$ cat config.mk
export PLATFORM = sky130hd
export DESIGN_NAME = gvn_ctrl
export DESIGN_NICKNAME = d
export VERILOG_FILES = /design/src/hdl/gvn_pkg.sv /design/src/hdl/gvn_ctrl.sv
export SDC_FILE = /design/constraint.sdc
export NUM_CORES = 1
export LEC_CHECK = 0
export BUFFER_PORTS_ARGS = -buffer_cell sky130_fd_sc_hd__buf_2
export CAP_MARGIN = 40
export CORE_AREA = 2 2 55 57
export CTS_CLUSTER_DIAMETER = 120
export DETAILED_ROUTE_END_ITERATION = 6
export DIE_AREA = 0 0 57 59
export GPL_ROUTABILITY_DRIVEN = 0
export PLACE_DENSITY_LB_ADDON = 0.08
export REMOVE_ABC_BUFFERS = 1
export SLEW_MARGIN = 20
export SYNTH_ARGS = -nofsm -noshare
export SYNTH_HDL_FRONTEND = slang
export SYNTH_SLANG_ARGS = --single-unit
$ cat constraint.sdc
create_clock -name clock -period 2.1 [get_ports clock]
set_clock_uncertainty 0.05 [all_clocks]
set_input_delay 0.315 -clock clock [delete_from_list [all_inputs] [get_ports clock]]
set_output_delay 0.315 -clock clock [all_outputs]
set_load 0.05 [all_outputs]
$ cat src/hdl/gvn_pkg.sv
`timescale 1ns / 1ps
package gvn_pkg;

   localparam int GVN_MAX_ROWS   = 64;
   localparam int GVN_MAX_COLS   = 64;
   localparam int GVN_COORD_BITS = 16;

   localparam int POS_W      = 16;
   localparam int NORM_W     = 16;
   localparam int IDX_W      = 6;
   localparam int CSR_IDX_W  = 1;
   localparam int CSR_DATA_W = 7;
   localparam int CNT_W      = 6;

   localparam logic [CSR_IDX_W-1:0] REG_GRID_ROWS = 1'b0;
   localparam logic [CSR_IDX_W-1:0] REG_GRID_COLS = 1'b1;

   localparam logic REQ_LOAD  = 1'b0;
   localparam logic REQ_QUERY = 1'b1;

   // last counter values of the sequenced phases
   localparam logic [CNT_W-1:0] READ_LAST = CNT_W'(8);
   localparam logic [CNT_W-1:0] SQRT_LAST = CNT_W'(30);
   localparam logic [CNT_W-1:0] DIV_LAST  = CNT_W'(14);

   typedef enum logic [3:0] {
      SEL_CENTER, SEL_UP, SEL_DN, SEL_RT, SEL_LF,
      SEL_D0, SEL_D1, SEL_D2, SEL_D3
   } vsel_type;

   typedef enum logic [1:0] {QD_RT_DN, QD_DN_LF, QD_LF_UP, QD_UP_RT} quad_type;
   typedef enum logic [1:0] {TERM_EDGES, TERM_E1_DIAG, TERM_DIAG_E2} term_type;
   typedef enum logic [1:0] {AX_X, AX_Y, AX_Z} axis_type;

   typedef enum logic [3:0] {
      ST_IDLE, ST_DISPATCH, ST_READ, ST_READ_WAIT, ST_CROSS, ST_CROSS_WAIT,
      ST_NORM_INIT, ST_SHIFT, ST_SQUARE, ST_SQSUM, ST_SQRT_INIT, ST_SQRT,
      ST_DIV_INIT, ST_DIV, ST_FINISH
   } state_type;

   typedef struct packed {
      logic     accept;
      logic     ram_write;
      logic     rd_issue;
      vsel_type rd_sel;
      logic     cross_issue;
      quad_type quad;
      term_type term;
      axis_type axis;
      logic     norm_init;
      logic     shift_step;
      logic     sq_mul;
      logic     sq_sum;
      logic     sqrt_init;
      logic     sqrt_step;
      logic     div_init;
      logic     div_step;
      logic     out_load;
   } cmd_type;

   typedef struct packed {
      logic in_range;
      logic is_query;
      logic mag_zero;
      logic norm_done;
      logic out_free;
   } sts_type;

endpackage

$ cat src/hdl/gvn_ctrl.sv
`timescale 1ns / 1ps
module gvn_ctrl import gvn_pkg::*; (
   input  logic    clock,
   input  logic    reset,
   input  logic    req_valid,
   output logic    req_ready,
   input  sts_type sts,
   output cmd_type cmd
);
   state_type        state_ff, state_in;
   logic [CNT_W-1:0] cnt_ff, cnt_in;
   quad_type         quad_ff, quad_in;
   term_type         term_ff, term_in;
   axis_type         axis_ff, axis_in;

   always_ff @(posedge clock) begin
      if (reset) begin
         state_ff <= ST_IDLE;
         cnt_ff   <= '0;
         quad_ff  <= QD_RT_DN;
         term_ff  <= TERM_EDGES;
         axis_ff  <= AX_X;
      end else begin
         state_ff <= state_in;
         cnt_ff   <= cnt_in;
         quad_ff  <= quad_in;
         term_ff  <= term_in;
         axis_ff  <= axis_in;
      end
   end

   always_comb begin
      state_in  = state_ff;
      cnt_in    = cnt_ff;
      quad_in   = quad_ff;
      term_in   = term_ff;
      axis_in   = axis_ff;
      req_ready = 1'b0;
      cmd       = '0;
      cmd.rd_sel = vsel_type'(cnt_ff[3:0]);
      cmd.quad   = quad_ff;
      cmd.term   = term_ff;
      cmd.axis   = axis_ff;
      case (state_ff)
         ST_IDLE: begin
            req_ready = 1'b1;
            if (req_valid) begin
               cmd.accept = 1'b1;
               state_in   = ST_DISPATCH;
            end
         end
         ST_DISPATCH: begin
            cnt_in = '0;
            if (!sts.in_range) begin
               state_in = ST_FINISH;
            end else if (!sts.is_query) begin
               cmd.ram_write = 1'b1;
               state_in      = ST_FINISH;
            end else begin
               state_in = ST_READ;
            end
         end
         ST_READ: begin
            cmd.rd_issue = 1'b1;
            if (cnt_ff == READ_LAST) begin
               state_in = ST_READ_WAIT;
            end else begin
               cnt_in = cnt_ff + 1'b1;
            end
         end
         ST_READ_WAIT: begin
            quad_in  = QD_RT_DN;
            term_in  = TERM_EDGES;
            axis_in  = AX_X;
            state_in = ST_CROSS;
         end
         ST_CROSS: begin
            cmd.cross_issue = 1'b1;
            if (axis_ff == AX_Z) begin
               axis_in = AX_X;
               if (term_ff == TERM_DIAG_E2) begin
                  term_in = TERM_EDGES;
                  if (quad_ff == QD_UP_RT) begin
                     state_in = ST_CROSS_WAIT;
                  end else begin
                     quad_in = quad_type'(quad_ff + 1'b1);
                  end
               end else begin
                  term_in = term_type'(term_ff + 1'b1);
               end
            end else begin
               axis_in = axis_type'(axis_ff + 1'b1);
            end
         end
         ST_CROSS_WAIT: begin
            state_in = ST_NORM_INIT;
         end
         ST_NORM_INIT: begin
            cmd.norm_init = 1'b1;
            state_in      = ST_SHIFT;
         end
         ST_SHIFT: begin
            if (sts.mag_zero) begin
               state_in = ST_FINISH;
            end else if (sts.norm_done) begin
               state_in = ST_SQUARE;
            end else begin
               cmd.shift_step = 1'b1;
            end
         end
         ST_SQUARE: begin
            cmd.sq_mul = 1'b1;
            state_in   = ST_SQSUM;
         end
         ST_SQSUM: begin
            cmd.sq_sum = 1'b1;
            state_in   = ST_SQRT_INIT;
         end
         ST_SQRT_INIT: begin
            cmd.sqrt_init = 1'b1;
            cnt_in        = '0;
            state_in      = ST_SQRT;
         end
         ST_SQRT: begin
            cmd.sqrt_step = 1'b1;
            if (cnt_ff == SQRT_LAST) begin
               state_in = ST_DIV_INIT;
            end else begin
               cnt_in = cnt_ff + 1'b1;
            end
         end
         ST_DIV_INIT: begin
            cmd.div_init = 1'b1;
            cnt_in       = '0;
            state_in     = ST_DIV;
         end
         ST_DIV: begin
            cmd.div_step = 1'b1;
            if (cnt_ff == DIV_LAST) begin
               state_in = ST_FINISH;
            end else begin
               cnt_in = cnt_ff + 1'b1;
            end
         end
         ST_FINISH: begin
            if (sts.out_free) begin
               cmd.out_load = 1'b1;
               state_in     = ST_IDLE;
            end
         end
         default: begin
            state_in = ST_IDLE;
         end
      endcase
   end
endmodule

==> summary.txt <==
Status = completed
#FFs+latches synth = 16
Via count = 1374
Synth area leaders = dfxtp_1 25%, nor2_1 4.7%, ha_1 3.9%, nand3_1 3.9%, a21oi_1 3.5%
Worst-path fanout max = 7
Netlist cell types = 57
Clock Path Buffers = 2
Layout fillers = 251
Wire length per cell = 14.54 microns
Finish-stage setup viols = 0
Initial drt markers = 46
Number of synthesized flops with an enable pin = 0
Final wirelength = 3475 microns
Max_cap viols = 0
LEAKAGE = 0.7523 nW
Tmin final = 2.052 ns
Post-route cell area = 1715 sq um
Most frequent cells in the layout = 28 x buf_2, 27 x buf_4, 15 x nor2_1, 10 x inv_1, 10 x dfxtp_1
Crit. Startpoint = cnt_ff[1]$_SDFFE_PP0P_
Place WS = -0.01740 ns
RSZ-0062 raised after global routing = true
Grt ovf = 0
Num rows = 19
Clk Latency, worst-skew pair = 0.30 ns
Vias/cell = 5.749
Min-Delay Path Class = input pin to register
Synth Warn # = 0
Worst r2r src = cnt_ff[1]$_SDFFE_PP0P_
Slew margin rel. = 70.57%
First-pass DRT Iterations = 4
CTS Hold Bufs = 0
Area Overhead vs Synth = 35.07%
Vias in the first global route = 1315
P per Cell Area = 1267 nW/um^2
Nets = 221
Fin Setup TNS = 0 ns
Clk slew on worst S/H paths = 0.10 ns
FMAX = 0.4874 GHz
Die H = 59 microns
First-pass GRT wire length = 5685 microns
Commonest non-fill, non-tap cell in the layout = buf_2
Final hold violation count = 0
Hold Worst Slack = 0.3799 ns
Critical path's top delay family = simple AND/OR/NAND/NOR gates
Final period util = 97.71%
Initial antenna violation count = 0
Hpwl dp = 2558 microns
Placed inst area = 1562 sq um
Die Area = 3363 sq um
Slowest CP cell = or4bb_1
Initial Util = 46.86%
Synth top area share = 25.22%
# DRC = 0
Max stage delay on crit path = 0.55 ns
Setup ws final = 0.04810 ns
CTS buffer count = 3
PortBufs = 31
Crit. End Element = register
Peak supply drop = 1.013 mV
Hold path start = reset
Share of layout cells above drive strength 1 = 43.75%
Io pins = 32
CTS tree = done
Netlist Area Pre-Place = 1270 sq um
Buf/Inv on CP = 1
Ant diodes = 0
H-tree Lvls = 1
CTS root buf = clkbuf_4
Worst Tran Pin Value = 0.4414 ns
GR Util All Layers = 21.38%
Die Wd = 57 microns
Ys async rst share = 0%
CTS sink count = 16
Synth Flop Type = dfxtp_1
Core ar. = 2710 sq um
Post-Syn Area per Cell = 7.987 sq um
Worst Path Arrival = 2.21 ns
Seq/Total Area, Yosys = 25.22%
Critical Path RT = 2.26 ns
CP Launch Type = register
Largest net degree at the start of global routing = 22
Cell Chain, Critical Path = inv_1, ha_1, or4bb_1, nor3b_2, a211oi_4, a211o_2, o41ai_2
Max-slew violations = 0
Critical path type = register to register
Syn Inst Count = 159
Area leader, netlist = dfxtp_1
Post-route ant nets = 0
## through the flow
stage	std cells	power (W)	utilization (%)
final	239	0.002174	63.30
after global routing	239	0.002322	63.30
after CTS	236	0.002067	59.93
after detailed placement	231	0.001796	57.62
after global placement	231	0.001771	57.62
after floorplan	146	0.001337	-
## synth_stat cells (3+ instances only)
cell type,count
nor3_1,8
nor2_1,16
o21ai_0,4
a211o_2,3
buf_2,3
clkbuf_1,3
inv_1,11
nand2b_1,5
nand3_1,10
nand4b_1,3
dfxtp_1,16
buf_4,4
a21oi_1,9
nand2_1,6
ha_1,4
## power by group
group	internal, W	total [W]	switching [W]
Sequential	0.000374	0.000495	0.000121
Clock	0.000106	0.000216	0.000110
Combinational	0.000617	0.00146	0.000846
Total	0.00110	0.00217	0.00108
## kinds of logic after synthesis
| kind of cell | Yosys count | share of synthesized area, % |
|---|---|---|
| xor gates and xnor gates | 1 | 0.6898 |
| muxes | 1 | 0.7882 |
| DFF | 16 | 25.22 |
| buffers and inverters | 24 | 9.162 |
| AOI/OAI and AO/OA | 40 | 24.63 |
| adders and majority gates | 4 | 3.941 |
| and+or+nand+nor | 73 | 35.57 |
## metal layers
metal	routed length [microns]	global-route usage [%]
met5	0	0
met4	61	9.302
met3	166	3.275
met2	1669	36.78
met1	1577	26.66
## worst reg2reg max path, stage by stage (launching register included)
cell and delay (ns):
dfxtp_2 0.38, inv_1 0.07, ha_1 0.14, or4bb_1 0.55
nor3b_2 0.29, a211oi_4 0.11, a211o_2 0.33, o41ai_2 0.05
## area by class of cell
cell class	count	area [sq um]	area share [%]
Clock buffer	4	36.28	2.115
Inverter	11	41.29	2.407
Multi-Input combinational cell	119	887.1	51.71
Sequential cell	16	335.3	19.55
Tap cell	31	38.79	2.261
Timing Repair Buffer	58	376.6	21.95
## what timing repair did
action / 4_1_cts / 5_1_grt
resized for setup: 11 / 19
cloned: 0 / 0
endpoints found under the hold margin: 0 / 0
pin swaps: 3 / 9
buffers inserted: 1 / 3
setup endpoints to repair: 8 / 13
## sequential cells by signal, summed over array words and instances (netlist names)
register and count:
cnt_ff 6, state_ff 4, axis_ff 2, quad_ff 2, term_ff 2
## final timing paths
| path | to | slack [ns] | cells past startpoint |
|---|---|---|---|
| max | cnt_ff[3]$_SDFFE_PP0P_ | 0.05 | 7 |
| min | axis_ff[0]$_SDFFE_PP0P_ | 0.38 | 2 |
| max reg2reg | cnt_ff[3]$_SDFFE_PP0P_ | 0.05 | 7 |
| min reg2reg | term_ff[0]$_SDFFE_PP0P_ | 0.52 | 2 |
Power figures use the tool's default switching activity.
